===== src/sv/mmns_pkg.sv =====
package mmns_pkg;

  localparam int MaxEntries = 32;
  localparam int CntW = $clog2(MaxEntries + 1);
  localparam int IdxW = $clog2(MaxEntries);

  localparam logic [1:0] ModeRaw = 2'd0;

  typedef struct packed {
    logic signed [15:0] confidence;
    logic [15:0]        item_id;
    logic               last_in;
  } in_item_t;

  typedef struct packed {
    logic signed [16:0] key_out;
    logic [15:0]        id_out;
    logic               last_out;
    logic               overflow;
  } out_item_t;

  // one sorted slot of the insertion chain
  typedef struct packed {
    logic               vld;
    logic signed [16:0] key;
    logic [15:0]        id;
  } slot_t;

endpackage


===== src/sv/mmns_cell.sv =====
// One slot of a descending insertion chain. A new entry goes in front of the
// first strictly smaller key; entries behind it shift one place down.
// During drain the chain shifts up toward cell 0.
module mmns_cell import mmns_pkg::*; (
  input  logic  clk,
  input  logic  rst_n,
  input  logic  clr,
  input  logic  ins,
  input  logic  drain,
  input  slot_t new_slot,
  input  slot_t prev_slot,   // cell above (toward head)
  input  logic  prev_take,   // cell above keeps the new entry or passes its old one
  input  slot_t next_slot,   // cell below, for drain
  output slot_t slot,
  output logic  take
);

  slot_t slot_r, slot_nxt;

  // the new entry lands in this cell or in one above it
  assign take = !slot_r.vld || (slot_r.key < new_slot.key);
  assign slot = slot_r;

  always_comb begin
    slot_nxt = slot_r;
    if (clr) begin
      slot_nxt.vld = 1'b0;
    end else if (drain) begin
      slot_nxt = next_slot;
    end else if (ins) begin
      if (prev_take) slot_nxt = prev_slot;
      else if (take) slot_nxt = new_slot;
    end
  end

  always_ff @(posedge clk) begin
    if (!rst_n) begin
      slot_r.vld <= 1'b0;
      slot_r.key <= '0;
      slot_r.id  <= '0;
    end else begin
      slot_r <= slot_nxt;
    end
  end

endmodule


===== config.mk =====
export PLATFORM = sky130hd
export DESIGN_NAME = mmns_cell
export DESIGN_NICKNAME = d
export VERILOG_FILES = /design/src/sv/mmns_pkg.sv /design/src/sv/mmns_cell.sv
export SDC_FILE = /design/constraint.sdc
export NUM_CORES = 1
export LEC_CHECK = 0
export ABC_AREA = 1
export BUFFER_PORTS_ARGS = -buffer_cell sky130_fd_sc_hd__buf_2
export CAP_MARGIN = 20
export CELL_PAD_IN_SITES_DETAIL_PLACEMENT = 1
export CELL_PAD_IN_SITES_GLOBAL_PLACEMENT = 1
export CORE_UTILIZATION = 32
export DETAILED_ROUTE_END_ITERATION = 6
export PLACE_DENSITY_LB_ADDON = 0.1
export SYNTH_ARGS = -nofsm -noshare
export SYNTH_HDL_FRONTEND = slang
export SYNTH_SLANG_ARGS = --single-unit

===== constraint.sdc =====
create_clock -name clk -period 3.5 [get_ports clk]
set_input_delay 0.7 -clock clk [delete_from_list [all_inputs] [get_ports clk]]
set_output_delay 0.7 -clock clk [all_outputs]
set_load 0.03 [all_outputs]

==> metrics.md <==
| Metric | Value |
|---|---|
| Status | finished, final reports clean |
| Reg2Reg Capture Point | slot[8]$_SDFFE_PN0P_ |
| Post-CTS Hold Fix Bufs | 0 |
| Worst hold path class | flop to flop |
| Ranking of synthesized cells by area | dfxtp_1 (24%), nand2_1 (19%), inv_1 (11%) |
| Crit path DAT | 2250 ps |
| Number of gates resized after CTS | 0 |
| Synthesized area | 2835 sq um |
| DRC | 0 |
| Crit-path max FO | 2 |
| Pwr/cell area | 316.3 nW/um^2 |
| Worst Hold End | slot[14]$_SDFFE_PN0P_ |
| Reg2reg path depth | 12 |
| Slew Viols, Final | 0 |
| First-pass GRT wire length | about 14000 um |
| Gr usage total | approximately a fifth |
| Leading area contributor after synthesis | dfxtp_1 |
| Total power | 1162 uW |
| CP Capture Type | primary output |
| VDD IR max | 0.1085 mV |
| Syn Inst Count | 480 |
| Static Leakage | 0.002265 uW |
| Part of the Yosys area used for sequential elements | 24.01% |
| Worst-Margin Slew | between 600 and 700 ps |
| Postcts setup bufs | 0 |
| Max reg flops | 34 |
| Worst R2R Setup Slack | between 1000 and 1500 ps |
| Setup CP Type | primary input to primary output |
| Max-Cap Viols | 0 |
| Setup TNS | 0 ps |
| Cell variety after synth | 24 |
| Max clock buf depth | 2 |
| CP Data Required Time | between 2000 and 3000 ps |
| Reg clk slew, reported paths | 70 ps |
| Die Width | around 96 um |
| Reg2reg start | slot[24]$_SDFFE_PN0P_ |
| HP Start | slot[14]$_SDFFE_PN0P_ |
| ANT nets after route | 0 |
| Max-Slew Margin vs Limit | ~56% |
| Largest net degree at the start of global routing | 38 |
| Synth top area share | 24.01% |
| Inserted Clock Buffers | 5 |
| Std cell rows | 33 |
| Starting Density | 33.83% |
| Gr ovfl total | 0 |
| Worst skew pair latency | 290 ps |
| DR pass1 iterations | 5 |
| Sink Count | 34 |
| Syn_nets | 604 |
| Fin Clk Skew | 7.451 ps |
| WL final | between 9000 and 10000 um |
| Final Hold Violating Endpoints | 0 |
| Gpl congestion | 0.7227 |
| Worst Setup Start Kind | primary input |
| Avg Inst Size Synth | between 5 and 6 sq um |
| Fmax | 339.4 MHz |
| Initial antenna violation count | 0 |
| H-tree depth | 2 |
| Setup violations, final | 0 |
| HPWL after detailed placement | 7031 um |
| CORE AREA | approximately 8400 sq um |
| Synth Warn # | 0 |
| Vias/cell | between 4 and 5 |
| Vias in the first global route | 3107 |
| Syn-to-layout area delta | 29.61% |
| Detailed Route Iter0 Violations | 43 |
| CTS Root Cell | clkbuf_8 |
| Share of cells above drive strength 1 | 27.56% |
| Die height | 96.13 um |
| RSZ-0062 raised after global routing | false |
| #FFs+latches synth | 34 |
| Fin crit period | 2946 ps |
| Port bufs | 142 |
| Final net count | 731 |
| CTS tree | yes |
| IO Count | between 100 and 150 |
| Drt wl/cell | 12.96 um |
| Final cycle utilization of the critical path | 84.17% |
| Hold depth | 4 |
| Vias | 3363 |
| Antenna cells | 0 |
| Full die area | 9240 sq um |
cells by family (layout without fill, tap and decap cells):
logic type	Yosys count	in the layout	synth area share (%)
AO/OA/AOI/OAI	42	42	7.723
XOR/XNOR	1	1	0.3090
flip-flops	34	34	24.01
adder cells (fa/ha/maj)	16	16	7.061
buffers and inverters	126	252	17.70
AND/OR/NAND/NOR	245	245	37.56
multiplexers	16	16	5.649
power by group:
| group | internal [uW] | switching (uW) | leakage (uW) | total (uW) |
|---|---|---|---|---|
| sequential | 420 | 22.3 | 0.000282 | 443 |
| clock | 152 | 140 | 0.0000431 | 291 |
| combinational | 161 | 267 | 0.00194 | 429 |
| total | 733 | 429 | 0.00226 | 1160 |
worst max path at each step:
stage                  from                    to  slack [ps]  depth (start not counted)
4_1_cts        new_slot[24]                  take         530                         12
2_1_floorplan  new_slot[32]                  take         880                          9
3_3_place_gp   new_slot[24]  slot[4]$_SDFFE_PN0P_         580                         14
3_5_place_dp   new_slot[24]  slot[8]$_SDFFE_PN0P_         480                         14
5_1_grt        new_slot[24]                  take         420                         12
6_report       new_slot[24]                  take         550                         12
cell usage after synthesis:
cell and number:
a21o_1 2, buf_1 5, nand2_1 145, nand3b_1 1
nand4_4 1, nand2_2 1, o21ai_0 33, a31oi_1 1
nand3_1 20, nand3_4 1, dfxtp_1 34, buf_6 3
inv_1 86, xor2_1 1, o21bai_1 1, a21oi_1 5
buf_2 5, nand4_1 33, nor2_1 43, clkinv_1 2
ha_1 16, inv_2 9, clkbuf_1 16, mux2i_1 16
layout by cell type (no fill, tap or decap), drive strengths merged, types with 2 or more instances in the layout:
master    n
clkbuf    6
buf     149
inv      95
a21o      2
dfxtp    34
ha       16
o21ai    33
nand4    34
nand3    21
clkinv    2
nor2     43
a21oi     5
nand2   146
mux2i    16
worst max-delay path, stage by stage:
cell     delay, ps
buf_2           70
inv_1           40
ha_1           290
nand2_1         90
nor2_1         230
nand3_1        150
nor2_1         130
nor2_1          80
nand2_2         70
xor2_1         150
nand2_1         60
buf_2          180
per-layer routing:
metal  vias to the layer above  global-route usage (%)  wire length [um]
met5                         -                       0                 0
li1                       1737                       -                 -
met3                         7                   3.870               514
met2                        91                   34.28              4274
met4                         0                   4.478                77
met1                      1528                   26.14              4348
final cells by class:
cell class | count | area (sq um)
Fill cell | 1190 | 4707
Multi-Input combinational cell | 320 | 1653
Timing Repair Buffer | 149 | 763.2
Sequential cell | 34 | 680.7
Inverter | 97 | 364.1
Tap cell | 105 | 131.4
Clock buffer | 6 | 82.58
per-stage QoR:
| step | instance area (sq um) | worst slack, ps | utilization, % | hold slack, ps | std cells |
|---|---|---|---|---|---|
| 2_1_floorplan | 2835 | 884.2 | - | 630.9 | 480 |
| 4_1_cts | 3675 | 527.6 | 43.84 | 516.7 | 711 |
| 3_3_place_gp | 3592 | 580.0 | 42.86 | 493.0 | 705 |
| 5_1_grt | 3675 | 419.6 | 43.84 | 550.6 | 711 |
| 3_5_place_dp | 3592 | 480.2 | 42.86 | 505.1 | 705 |
| 6_report | 3675 | 554.0 | 43.84 | 508.9 | 711 |
Note: power is estimated with default switching activity, not from simulation.
