`config.mk`:
```
export PLATFORM = sky130hd
export DESIGN_NAME = mmns_norm
export DESIGN_NICKNAME = d
export VERILOG_FILES = /design/src/sv/mmns_pkg.sv /design/src/sv/mmns_norm.sv
export SDC_FILE = /design/constraint.sdc
export NUM_CORES = 1
export LEC_CHECK = 0
export BUFFER_PORTS_ARGS = -buffer_cell sky130_fd_sc_hd__buf_2
export CORE_ASPECT_RATIO = 0.8
export CORE_MARGIN = 2
export CORE_UTILIZATION = 33
export CTS_BUF_LIST = sky130_fd_sc_hd__clkbuf_8 sky130_fd_sc_hd__clkbuf_16
export DETAILED_ROUTE_END_ITERATION = 7
export PLACE_DENSITY_LB_ADDON = 0.05
export SETUP_SLACK_MARGIN = 0.4
export SLEW_MARGIN = 20
export SYNTH_ARGS = -nofsm -noshare
export SYNTH_HDL_FRONTEND = slang
export SYNTH_SLANG_ARGS = --single-unit
export TNS_END_PERCENT = 1
```
`constraint.sdc`:
```
create_clock -name clk -period 3.4 [get_ports clk]
set_input_delay 0.51 -clock clk [delete_from_list [all_inputs] [get_ports clk]]
set_output_delay 0.51 -clock clk [all_outputs]
set_load 0.05 [all_outputs]
```
`src/sv/mmns_pkg.sv`:
```
package mmns_pkg;

  localparam int MaxEntries = 32;
  localparam int CntW = $clog2(MaxEntries + 1);
  localparam int IdxW = $clog2(MaxEntries);

  localparam logic [1:0] ModeRaw = 2'd0;

  typedef struct packed {
    logic signed [15:0] confidence;
    logic [15:0]        item_id;
    logic               last_in;
  } in_item_t;

  typedef struct packed {
    logic signed [16:0] key_out;
    logic [15:0]        id_out;
    logic               last_out;
    logic               overflow;
  } out_item_t;

  // one sorted slot of the insertion chain
  typedef struct packed {
    logic               vld;
    logic signed [16:0] key;
    logic [15:0]        id;
  } slot_t;

endpackage

```
`src/sv/mmns_norm.sv`:
```
// Restoring divider: floor((k - min) << 16 / range), one quotient bit per cycle,
// saturated and optionally inverted.
module mmns_norm import mmns_pkg::*; (
  input  logic        clk,
  input  logic        rst_n,
  input  logic        go,
  input  logic [16:0] diff,    // k - min, 0..65535
  input  logic [16:0] range,   // max - min
  input  logic        invert,
  output logic        done,
  output logic [16:0] q
);

  logic [33:0] rem_r, rem_nxt;
  logic [16:0] quo_r, quo_nxt;
  logic [4:0]  cnt_r, cnt_nxt;
  logic        busy_r, busy_nxt, done_r, done_nxt;
  logic [34:0] trial;
  logic [15:0] sat;

  assign trial = {rem_r, 1'b0} - {1'b0, range, 17'd0};
  assign sat = (range == 17'd0) ? 16'd0 : ((|quo_r[16]) ? 16'hFFFF : quo_r[15:0]);
  assign q = {1'b0, invert ? 16'hFFFF - sat : sat};
  assign done = done_r;

  always_comb begin
    rem_nxt = rem_r; quo_nxt = quo_r; cnt_nxt = cnt_r;
    busy_nxt = busy_r; done_nxt = 1'b0;
    if (go) begin
      rem_nxt = {1'b0, diff, 16'd0};
      quo_nxt = '0; cnt_nxt = 5'd0; busy_nxt = 1'b1;
    end else if (busy_r) begin
      if (!trial[34]) begin
        rem_nxt = trial[33:0]; quo_nxt = {quo_r[15:0], 1'b1};
      end else begin
        rem_nxt = {rem_r[32:0], 1'b0}; quo_nxt = {quo_r[15:0], 1'b0};
      end
      cnt_nxt = cnt_r + 5'd1;
      if (cnt_r == 5'd16) begin
        busy_nxt = 1'b0; done_nxt = 1'b1;
      end
    end
  end

  always_ff @(posedge clk) begin
    if (!rst_n) begin
      busy_r <= 1'b0; done_r <= 1'b0; cnt_r <= '0;
    end else begin
      busy_r <= busy_nxt; done_r <= done_nxt; cnt_r <= cnt_nxt;
    end
    rem_r <= rem_nxt; quo_r <= quo_nxt;
  end

endmodule

```
==> summary.md <==
| Metric | Value |
|---|---|
| Most frequent cells after synthesis | `33 x nor2_1, 26 x inv_1, 25 x dfxtp_1, 25 x mux2i_1, 24 x o21ai_0` |
| CP Max Fanout | `11` |
| Port Buffers | `54` |
| DR iter-0 viols | `between 100 and 150` |
| #FFs+latches synth | `42` |
| Gp weighted congestion | `0.823` |
| Vias in the first global route | `2,657` |
| Clock Latency Late Sink | `roughly 280 ps` |
| DP Wirelength | `5.95 mm` |
| Fill cells | `905` |
| Sequential area share after synthesis | `0.322` |
| Slew HR | `0.513` |
| Core Util, Final | `0.411` |
| Synthesized instance count | `354` |
| Worst setup SP type | `flop` |
| Worst endpoint required time | `3430 ps` |
| Core footprint | `9150 um2` |
| Mapped Nets | `412` |
| Final ANT Viol Nets | `0` |
| Fin Setup TNS | `0 ps` |
| Final net count | `around 470` |
| Top-count cell post-synth | `nor2_1` |
| Tcrit/Tclk final | `0.833` |
| Asr flop ratio synth | `0` |
| Routed via count | `2,629` |
| CP max stage cell | `edfxtp_1` |
| Synth area leaders | `edfxtp_1 16%, dfxtp_1 16%, mux2i_1 8.0%` |
| # DRC | `2` |
| Met2 Wirelength | `3.14 mm` |
| Arrival time worst endpoint | `roughly 2900 ps` |
| Hold Crit Class | `input pin to flop` |
| LEAKAGE | `around 1.6 nW` |
| TritonCTS clock tree | `yes` |
| Wire length on met1 | `around 4.4 mm` |
| Post-synth EDFFs | `17` |
| Outcome | `finished, violations left` |
| Clock root buffer | `clkbuf_16` |
| Fmax | `about 350 MHz` |
| Starting Density | `0.343` |
| Met3 WL post-DR | `316 um` |
| Largest net degree at the start of global routing | `44` |
| Max-cap viol count | `0` |
| Clock Skews | `8.30 ps` |
| Htree depth | `2` |
| Slew Limit Fails | `0` |
| WS Path Type | `flop to flop` |
| Die H | `91.3 um` |
| Failing checks | `DRC` |
| Setup-failing EPs final | `0` |
| Worst-Margin Slew | `731 ps` |
| Total power | `2.22 mW` |
| Final hold viol count | `0` |
| Multi-input gate area | `1970 um2` |
| Synth area leader | `edfxtp_1` |
| CTS sink cnt | `42` |
| Register area | `just over 1000 um2` |
| Worst VDD drop | `0.272 mV` |
| Synth Cell Area | `3140 um2` |
| Clock Path Buffers | `2` |
| Max incr delay on CP | `roughly 410 ps` |
| Avg Cell Area, Syn | `8.88 um2` |
| Clock period minus final worst setup slack | `about 2800 ps` |
| # diodes | `0` |
| Main flop type after synthesis | `dfxtp_1` |
| Tot GR Track Use | `0.160` |
| Share of the synthesized area in the top cell type | `0.162` |
| CP Capture Type | `flop` |
| RSZ-0062 raised after global routing | `true` |
| CTS Buf Count | `5` |
| Via density | `4.99` |
| Total wire length | `7.89 mm` |
| Initial antenna violation count | `0` |
| Grt ovf | `0` |
| Layout cells sized above 1 | `0.218` |
| IO Count | `56` |
| DR WL/cell | `15.0 um` |
| Row cnt | `31` |
| Worst Setup Slack post-DPL | `220 ps` |
| Setup ws final | `568 ps` |
| Ys Warns | `0` |
| Unique cell type count in the Yosys netlist | `59` |
| Drt pass-1 iters | `6` |
| Die width | `113 um` |
| Clock transition at the registers of the reported paths | `~60 ps` |
| Global-route wire length before repair | `between 10 and 15 mm` |
| DR top layer | `met4` |
| # placed instances | `517` |
| Post-route insts no fill | `527` |
| Power Dens Cells | `between 500 and 600 nW/um2` |
| Area grow syn2layout | `19.9%` |
| Die area | `a little over 10,000 um2` |
| Worst path cell trace | `ha_1 > a21oi_1 > o21ai_1 > a211oi_4 > a2111oi_2 > a311oi_4 > buf_4 > nor3_1 > a221o_1` |
power by group:
group          switching, mW  internal (mW)  leakage, nW  total (mW)
clock network          0.207          0.348       0.0842       0.555
logic                  0.571          0.445         1.16        1.02
registers             0.0452          0.606        0.377       0.651
total                  0.824           1.40         1.62        2.22
final timing paths:
kind                                            start                     to  slack, ps  cells past startpoint
worst max-delay path              rem_r[24]$_DFFE_PP_    rem_r[28]$_DFFE_PP_        570                      9
worst min-delay path                            rst_n      busy_r$_SDFF_PN0_        470                      2
worst max register to register    rem_r[24]$_DFFE_PP_    rem_r[28]$_DFFE_PP_        570                      9
worst min register to register  quo_r[0]$_SDFFE_PP0P_  quo_r[0]$_SDFFE_PP0P_        510                      2
final cells by class:
cell class,count,share of cell area
Clock inverter,3,0.0116
Tap cell,115,0.0382
Multi-Input combinational cell,269,0.524
Sequential cell,42,0.268
Inverter,26,0.0259
Timing Repair Buffer,67,0.0990
Clock buffer,5,0.0332
critical path: cells and delay by family (launching register included):
| family | cells | cell delay (ps) |
|---|---|---|
| compound gates | 6 | 1460 |
| fa+ha+maj | 1 | 380 |
| flops | 1 | 410 |
| simple gates | 1 | 70 |
| buf+inv | 1 | 260 |
flip-flops by register name (all words and copies together) (netlist names):
name    count
busy_r      1
cnt_r       5
done        1
quo_r      17
rem_r      18
layout by cell type, fill, tap and decap left out, types with 3 or more instances in the layout:
cell	count
inv_1	26
o21ai_0	24
a211o_1	3
nor3_1	4
a211oi_1	8
nor2b_1	3
a21o_1	7
o311ai_0	3
a31oi_1	3
nor2_1	33
dfxtp_1	25
nor4_2	3
a21oi_1	12
mux2_2	3
mux2i_1	25
ha_1	19
o21ai_1	8
and3_1	4
clkbuf_16	5
xnor2_1	23
buf_4	13
nand4_1	3
buf_2	52
nand2_1	23
xor2_1	11
and2_1	3
nand3b_1	5
o211ai_1	3
edfxtp_1	17
through the flow:
step                hold slack (ps)  instance area (um2)
floorplan                       472                 3140
global placement                496                 3560
detailed placement              504                 3560
CTS                             475                 3730
global route                    482                 3770
finish                          474                 3770
cell families (layout without fill, tap and decap cells):
logic type                 count (synthesis)  in the layout  synth area share
adders and majority gates                 20             20            0.0820
muxes                                     29             29            0.0940
AOI/OAI and AO/OA                         90             90             0.198
buffers and inverters                     43            101            0.0565
and+or+nand+nor                           95             95             0.152
DFF                                       42             42             0.322
xor gates and xnor gates                  34             34            0.0948
other                                      1              1           0.00119
repair_timing:
item | 4_1_cts | 5_1_grt
buffers inserted | 0 | 2
gates resized for setup | 0 | 5
hold buffers | 0 | 0
setup endpoints to repair | 0 | 26
layer usage:
layer	vias to the layer above	global-route usage
met4	0	0.0254
met5	-	0
met1	1204	0.248
li1	1373	-
met2	46	0.231
met3	6	0.0327
Power figures use the tool's default switching activity.
